<file path="src/rtl/csvt_pkg.sv">
package csvt_pkg;

	// Special characters of the text stream
	localparam logic [7:0] CH_QUOTE = 8'h22;
	localparam logic [7:0] CH_COMMA = 8'h2C;
	localparam logic [7:0] CH_LF    = 8'h0A;
	localparam logic [7:0] CH_CR    = 8'h0D;

	// Parser states
	localparam logic [2:0] MODE_START  = 3'd0;
	localparam logic [2:0] MODE_PLAIN  = 3'd1;
	localparam logic [2:0] MODE_QUOTED = 3'd2;
	localparam logic [2:0] MODE_QSEEN  = 3'd3;
	localparam logic [2:0] MODE_IGNORE = 3'd4;

	// Result kinds
	localparam logic [1:0] KIND_BYTE      = 2'd0;
	localparam logic [1:0] KIND_FIELD_END = 2'd1;
	localparam logic [1:0] KIND_ROW_END   = 2'd2;

	// Configuration register indexes
	localparam logic CFG_COLUMN_LIMIT = 1'b0;
	localparam logic CFG_LINE_LIMIT   = 1'b1;

	localparam logic [10:0] COLUMN_LIMIT_RST = 11'd300;
	localparam logic [15:0] LINE_LIMIT_RST   = 16'd8192;

	// One result word
	typedef struct packed {
		logic [1:0]  kind;
		logic [7:0]  data;
		logic [10:0] column;
	} res_t;

	// Results caused by one input byte
	typedef struct packed {
		logic [1:0] n;
		res_t       r0;
		res_t       r1;
	} res_pair_t;

	// Queue entry
	typedef struct packed {
		res_t res;
		logic last;
	} qent_t;

endpackage

</file>
<file path="src/rtl/csvt_parser.sv">
module csvt_parser
	import csvt_pkg::*;
(
	input  logic        clk,
	input  logic        arst_n,
	input  logic        cfg_we,
	input  logic        cfg_index,
	input  logic [15:0] cfg_data,
	input  logic        accept,
	input  logic [7:0]  data_byte,
	output res_pair_t   results
);

	logic [10:0] column_limit_q;
	logic [15:0] line_limit_q;
	logic [2:0]  mode_q;
	logic [10:0] col_q;
	logic [15:0] row_len_q;
	logic        started_q;

	logic [2:0]  mode_d;
	logic [10:0] col_d;
	logic [15:0] row_len_d;
	logic        started_d;
	logic [15:0] cap;
	logic [11:0] lim;
	logic [11:0] col_inc;
	res_pair_t   res;

	// Hold the configuration registers
	always_ff @(posedge clk or negedge arst_n) begin
		if (!arst_n) begin
			column_limit_q <= COLUMN_LIMIT_RST;
			line_limit_q   <= LINE_LIMIT_RST;
		end else if (cfg_we) begin
			unique case (cfg_index)
				CFG_COLUMN_LIMIT: column_limit_q <= cfg_data[10:0];
				CFG_LINE_LIMIT:   line_limit_q   <= cfg_data;
				default: ;
			endcase
		end
	end

	assign cap     = (line_limit_q == 16'd0) ? 16'd0 : line_limit_q - 16'd1;
	assign lim     = (column_limit_q == 11'd0) ? 12'd1 : {1'b0, column_limit_q};
	assign col_inc = {1'b0, col_q} + 12'd1;

	// Decode one byte against the parser state
	always_comb begin
		mode_d    = mode_q;
		col_d     = col_q;
		row_len_d = row_len_q;
		started_d = started_q;
		res       = '0;
		if (data_byte == CH_CR) begin
			// drop carriage returns
		end else if (data_byte == CH_LF) begin
			if (started_q) begin
				if (mode_q != MODE_IGNORE) begin
					res.n  = 2'd2;
					res.r0 = '{kind: KIND_FIELD_END, data: 8'd0, column: col_q};
					res.r1 = '{kind: KIND_ROW_END, data: 8'd0, column: col_inc[10:0]};
				end else begin
					res.n  = 2'd1;
					res.r0 = '{kind: KIND_ROW_END, data: 8'd0, column: col_inc[10:0]};
				end
			end
			mode_d    = MODE_START;
			col_d     = '0;
			row_len_d = '0;
			started_d = 1'b0;
		end else if (row_len_q < cap) begin
			row_len_d = row_len_q + 16'd1;
			started_d = 1'b1;
			unique case (mode_q) inside
				MODE_START, MODE_PLAIN, MODE_QSEEN: begin
					if (data_byte == CH_COMMA) begin
						// close the field, go on or stop at the column limit
						res.n  = 2'd1;
						res.r0 = '{kind: KIND_FIELD_END, data: 8'd0, column: col_q};
						if (col_inc >= lim) begin
							mode_d = MODE_IGNORE;
						end else begin
							col_d  = col_inc[10:0];
							mode_d = MODE_START;
						end
					end else if (mode_q == MODE_START && data_byte == CH_QUOTE) begin
						mode_d = MODE_QUOTED;
					end else if (mode_q == MODE_QSEEN && data_byte == CH_QUOTE) begin
						res.n  = 2'd2;
						res.r0 = '{kind: KIND_BYTE, data: CH_QUOTE, column: col_q};
						res.r1 = '{kind: KIND_BYTE, data: CH_QUOTE, column: col_q};
						mode_d = MODE_QUOTED;
					end else if (mode_q == MODE_QSEEN) begin
						res.n  = 2'd1;
						res.r0 = '{kind: KIND_FIELD_END, data: 8'd0, column: col_q};
						mode_d = MODE_IGNORE;
					end else begin
						res.n  = 2'd1;
						res.r0 = '{kind: KIND_BYTE, data: data_byte, column: col_q};
						mode_d = MODE_PLAIN;
					end
				end
				MODE_QUOTED: begin
					if (data_byte == CH_QUOTE) begin
						mode_d = MODE_QSEEN;
					end else begin
						res.n  = 2'd1;
						res.r0 = '{kind: KIND_BYTE, data: data_byte, column: col_q};
					end
				end
				default: mode_d = MODE_IGNORE;
			endcase
		end
	end

	assign results = res;

	// Advance the parser state on each accepted byte
	always_ff @(posedge clk or negedge arst_n) begin
		if (!arst_n) begin
			mode_q    <= MODE_START;
			col_q     <= '0;
			row_len_q <= '0;
			started_q <= 1'b0;
		end else if (accept) begin
			mode_q    <= mode_d;
			col_q     <= col_d;
			row_len_q <= row_len_d;
			started_q <= started_d;
		end
	end

	a_idle_row_clean: assert property (@(posedge clk) disable iff (!arst_n)
		!started_q |-> (mode_q == MODE_START && col_q == 11'd0 && row_len_q == 16'd0))
		else $error("row not started but parser state dirty");

	a_ignore_in_row: assert property (@(posedge clk) disable iff (!arst_n)
		mode_q == MODE_IGNORE |-> started_q)
		else $error("ignore state outside a row");

	a_lf_resets_row: assert property (@(posedge clk) disable iff (!arst_n)
		(accept && data_byte == CH_LF) |=> (!started_q && row_len_q == 16'd0))
		else $error("newline did not reset the row");

endmodule

</file>
<file path="src/rtl/csvt_outq.sv">
module csvt_outq
	import csvt_pkg::*;
(
	input  logic      clk,
	input  logic      arst_n,
	input  logic      push,
	input  res_pair_t results,
	output logic      room,
	output logic      out_valid,
	input  logic      out_ready,
	output qent_t     out_ent
);

	localparam int DEPTH = 4;

	qent_t      ent_q [DEPTH];
	logic [1:0] wr_ptr_q;
	logic [1:0] rd_ptr_q;
	logic [2:0] count_q;
	logic [1:0] push_n;
	logic       pop;

	assign push_n    = push ? results.n : 2'd0;
	assign pop       = out_valid && out_ready;
	assign out_valid = (count_q != 3'd0);
	assign out_ent   = ent_q[rd_ptr_q];
	// leave space for the largest result pair
	assign room      = (count_q <= 3'd2);

	// Store the results of one byte, marking the final one
	always_ff @(posedge clk) begin
		if (push_n != 2'd0) begin
			ent_q[wr_ptr_q] <= '{res: results.r0, last: (push_n == 2'd1)};
		end
		if (push_n == 2'd2) begin
			ent_q[wr_ptr_q + 2'd1] <= '{res: results.r1, last: 1'b1};
		end
	end

	// Advance pointers and fill count
	always_ff @(posedge clk or negedge arst_n) begin
		if (!arst_n) begin
			wr_ptr_q <= '0;
			rd_ptr_q <= '0;
			count_q  <= '0;
		end else begin
			wr_ptr_q <= wr_ptr_q + push_n;
			if (pop) begin
				rd_ptr_q <= rd_ptr_q + 2'd1;
			end
			count_q <= count_q + {1'b0, push_n} - {2'b00, pop};
		end
	end

	a_count_bound: assert property (@(posedge clk) disable iff (!arst_n)
		count_q <= 3'(DEPTH))
		else $error("output queue overflow");

	a_count_track: assert property (@(posedge clk) disable iff (!arst_n)
		1'b1 |=> count_q == $past(count_q) + {1'b0, $past(push_n)} - {2'b00, $past(pop)})
		else $error("fill count mismatch");

	a_ptr_gap: assert property (@(posedge clk) disable iff (!arst_n)
		(count_q != 3'(DEPTH)) |-> (wr_ptr_q - rd_ptr_q) == count_q[1:0])
		else $error("queue pointers disagree with fill count");

endmodule

</file>
<file path="src/rtl/csv_field_tokenizer.sv">
// CSV field tokenizer.
// Input stream: one raw text byte per word on s_tdata. Output stream: one
// result word per field content byte, field end or row end; m_tuser carries
// the kind (0 content byte, 1 field end, 2 row end), m_tdata the byte and
// the column, m_tlast marks the final result caused by one input byte.
// Configuration: cfg_we writes cfg_data into register cfg_index
// (0 column limit, 1 line limit); write only while the block is idle.
// Results of a taken byte are written into the 4-entry output queue and leave
// it in order. Throughput: one byte per cycle while the queue has room; the
// output drains one word per cycle while m_tready is high, so a byte that gives
// two results (row end, doubled quote) uses the single output port twice.
// The input stays ready while at most two words wait in the queue, so a
// stalled receiver backs up the input once three or four words wait.
// Reset: clears the parser to the start of a row, empties the queue and
// loads the column limit 300 and line limit 8192.
module csv_field_tokenizer
	import csvt_pkg::*;
(
	input  logic        clk,
	input  logic        arst_n,
	input  logic        cfg_we,
	input  logic        cfg_index,
	input  logic [15:0] cfg_data,
	input  logic        s_tvalid,
	output logic        s_tready,
	input  logic [7:0]  s_tdata,   // [7:0] data_byte
	output logic        m_tvalid,
	input  logic        m_tready,
	output logic [23:0] m_tdata,   // [7:0] out_byte, [18:8] column, [23:19] zero
	output logic [1:0]  m_tuser,   // [1:0] kind
	output logic        m_tlast
);

	res_pair_t results;
	qent_t     head;
	logic      accept;

	assign accept = s_tvalid && s_tready;

	// Decode bytes into results
	csvt_parser u_parser (
		.clk       (clk),
		.arst_n    (arst_n),
		.cfg_we    (cfg_we),
		.cfg_index (cfg_index),
		.cfg_data  (cfg_data),
		.accept    (accept),
		.data_byte (s_tdata),
		.results   (results)
	);

	// Queue results toward the receiver
	csvt_outq u_outq (
		.clk       (clk),
		.arst_n    (arst_n),
		.push      (accept),
		.results   (results),
		.room      (s_tready),
		.out_valid (m_tvalid),
		.out_ready (m_tready),
		.out_ent   (head)
	);

	assign m_tdata = {5'd0, head.res.column, head.res.data};
	assign m_tuser = head.res.kind;
	assign m_tlast = head.last;

endmodule

</file>
<file path="config.mk">
export PLATFORM = sky130hd
export DESIGN_NAME = csv_field_tokenizer
export DESIGN_NICKNAME = d
export VERILOG_FILES = /design/src/rtl/csvt_pkg.sv /design/src/rtl/csvt_parser.sv /design/src/rtl/csvt_outq.sv /design/src/rtl/csv_field_tokenizer.sv
export SDC_FILE = /design/constraint.sdc
export NUM_CORES = 1
export LEC_CHECK = 0
export ABC_AREA = 1
export BUFFER_PORTS_ARGS = -buffer_cell sky130_fd_sc_hd__clkbuf_2
export CORE_MARGIN = 8
export CORE_UTILIZATION = 62
export CTS_CLUSTER_DIAMETER = 120
export DETAILED_ROUTE_END_ITERATION = 10
export GPL_ROUTABILITY_DRIVEN = 0
export GPL_TIMING_DRIVEN = 0
export PLACE_DENSITY = 0.92
export SYNTH_ARGS = -nofsm -noshare
export SYNTH_HDL_FRONTEND = slang
export SYNTH_SLANG_ARGS = --single-unit
</file>
<file path="constraint.sdc">
create_clock -name clk -period 4.8 [get_ports clk]
set_input_delay 0.24 -clock clk [delete_from_list [all_inputs] [get_ports clk]]
set_output_delay 0.24 -clock clk [all_outputs]
set_load 0.1 [all_outputs]
</file>
==> impl_results.md <==
- Layout Nets: around 1.3k
- Starting density of the core: 0.632
- Commonest cells after routing, fill and taps aside: nand2_1, inv_1, o21ai_0, nor2_1, nand3_1
- Worst-path clk slew: 60 ps
- DIE HEIGHT: 137 um
- Clock root buffer: clkbuf_16
- Outcome: finished, final reports clean
- Port Buf Inserts: 53
- Mean Syn Cell Area: 7.75 um^2
- Clock Power Share: 0.215
- Reg power frac: 0.295
- Flop-to-flop setup slack: between 300 and 400 ps
- Vias in the first global route: 8247
- Final setup fails: 0
- Synth Flop Type: dfrtp_1
- Tot Pwr: a little over 6000 uW
- Total track usage: 0.263
- Num CTS Buffers: 17
- Syn Inst Count: 1176
- VDD IR max: 0.483 mV
- Iter 0 DRT Violations: 1295
- Die X: around 140 um
- Via Count: 8715
- Setup crit end kind: flop
- Hold path cells: 2
- Leakage: ~0.0046 uW
- #FFs+latches synth: roughly 150
- Max-Slew Margin vs Limit: 0.394
- Register area share after synthesis: 0.434
- Combinational share of power: 0.490
- Synth area leader: edfxtp_1
- EDFF count, synth: 56
- Switching pwr: ~3200 uW
- Leading cell type in the layout, fill and taps excluded: nand2_1
- Share of cells above drive strength 1: 0.124
- Wire length per cell: 16.9 um
- DRC viols: 0
- Row count: 44
- Largest net degree at the start of global routing: 66
- Die area: 0.0188 mm^2
- Max Buffers Root-to-Sink: 2
- DPL Wire Length: about 18000 um
- Hold Path Class: in2reg
- Clk Latency, worst-skew pair: about 440 ps
- R2R cell count: 20
- WP data required: 4900 ps
- Yosys cell types: 52
- Final Cycle Share: 0.926
- Antenna Nets Post-Route: 0
- Min cycle time layout: 4440 ps
- Setup crit start kind: flop
- Max-Cap Viols: 0
- Synth area leaders: edfxtp_1, dfrtp_1, nand2_1
- Area Growth Syn to Fin: 12.2%
- Top cell type's share of synthesized area: 0.185
- CTS tree: yes
- Pre-antenna DRT Iters: 10
- Post-Route WL: 24500 um
- Congestion Overflow GR: 0
- Crit Path Max Fanout: 14
- FMAX: 225 MHz
- Via-per-instance ratio: about 6
- P_int: ~3000 uW
- Final Hold Fails: 0
- Slew Limit Fails: 0
- Initial antenna violation count: 0
- Switching share of power: 0.513
- Worst-Margin Slew: roughly 900 ps
- Mapped cell area: around 0.009 mm^2
- Critical Path AT: 4540 ps
- I/O pin cnt: 59
- TritonCTS Sinks: approximately 150
- Ys Warns: 0
- Global-route wire length before repair: 39300 um
- Setup TNS Final: 0 ps
- Smallest hold slack: roughly 34 ps
- Asr flop ratio synth: 0.425
- Setup CP Type: reg2reg
- RSZ-0062 raised after global routing: false
- # diodes: 0
- Setup Skew: roughly 10 ps
- Power density cells: 605 mW/mm^2
- Core area: 0.0144 mm^2
- H-Tree Depth: 4
==> stage by stage <==
stage,utilization,std cells,worst slack (ps),cell area [um^2]
3_5_place_dp,0.667,1417,371,9620
6_report,0.708,1450,356,10200
5_1_grt,0.708,1450,76.1,10200
2_1_floorplan,-,1180,963,9130
4_1_cts,0.708,1450,226,10200
3_3_place_gp,0.667,1417,378,9620
==> cell families after synthesis <==
family          Yosys count  share of synthesized area
simple gates            511                      0.245
compound gates          252                      0.154
flops                   153                      0.434
other cells               1                   0.000412
fa+ha+maj                36                     0.0503
buf+inv                 195                     0.0880
xor+xnor                 25                     0.0240
mux                       3                    0.00371
==> registers in the layout, summed over array words and instances, names as in the netlist <==
name / flops
u_outq.count_q: 3
u_outq.ent_q: 88
u_outq.rd_ptr_q: 2
u_outq.wr_ptr_q: 2
u_parser.col_q: 11
u_parser.column_limit_q: 11
u_parser.line_limit_q: 16
u_parser.mode_q: 3
u_parser.row_len_q: 16
u_parser.started_q: 1
==> final cells by class <==
cell class                 instances  area, um^2
buffer                            57         284
multi-input combinational        832        4380
tap                              184         230
fill                            1076        4210
clock inverter                    14         135
sequential                       153        3960
clock buffer                      18         439
inverter                         138         518
timing repair buffer              54         278
==> what timing repair did <==
action                                 CTS  global route
setup buffers                            0             0
setup endpoints to repair                0            56
hold buffers                             1             0
endpoints found under the hold margin   60             0
gates resized for setup                  0             4
==> synth_stat cells (4+ instances only) <==
| master | number |
|---|---|
| dfstp_2 | 5 |
| nand3_1 | 101 |
| dfrtp_1 | 60 |
| buf_2 | 13 |
| edfxtp_1 | 56 |
| nand2_4 | 6 |
| o21ai_1 | 27 |
| o211ai_1 | 6 |
| nand4_1 | 9 |
| clkbuf_1 | 30 |
| nand2_1 | 242 |
| nand2_2 | 5 |
| ha_1 | 35 |
| xor2_1 | 18 |
| a221oi_1 | 4 |
| o221ai_1 | 6 |
| nor3_1 | 24 |
| inv_2 | 9 |
| nor2_1 | 109 |
| o22ai_1 | 41 |
| inv_1 | 127 |
| xnor2_1 | 7 |
| a21oi_1 | 30 |
| dfxtp_1 | 32 |
| buf_4 | 10 |
| o21ai_0 | 125 |
==> power groups by stage <==
stage / clock network [uW] / logic, uW / registers [uW]
2_1_floorplan: 0 / 2420 / 1770
3_3_place_gp: 0 / 2910 / 1820
6_report: 1330 / 3030 / 1820
4_1_cts: 1330 / 3000 / 1810
3_5_place_dp: 0 / 2980 / 1830
5_1_grt: 1380 / 3240 / 1850
==> critical path, cell delays in order, from the launching register on <==
cell	delay, ps
dfrtp_1	420
nor2_1	140
nand2_1	120
nor3_1	170
inv_1	80
nor2_1	120
inv_1	90
nor2_1	200
or3b_2	480
or2_2	280
nand3_1	90
ha_1	250
a21oi_1	160
o221a_2	340
nand3_4	200
nand2_4	130
nand2_4	70
nand2_4	160
nand2_4	120
buf_6	180
nand2_2	290
==> path summary, 6_finish.rpt <==
path	from	endpoint
max	u_parser.line_limit_q[2]	u_outq.ent_q[3][6]
min	cfg_data[14]	u_parser.line_limit_q[14]
min reg2reg	u_outq.ent_q[2][18]	u_outq.ent_q[2][18]
max in group asynchronous	arst_n	u_outq.wr_ptr_q[1]
min in group asynchronous	arst_n	u_parser.line_limit_q[12]
max reg2reg	u_parser.line_limit_q[2]	u_outq.ent_q[3][6]
==> metal layers <==
| layer | vias up | GRT usage | routed length (um) |
|---|---|---|---|
| met5 | - | 0 | 0 |
| met4 | 0 | 0.118 | 762 |
| met3 | 88 | 0.0697 | 2790 |
| met2 | 559 | 0.414 | 11400 |
| met1 | 3963 | 0.333 | 9550 |
| li1 | 4105 | - | - |
Note: power is estimated with default switching activity, not from simulation.
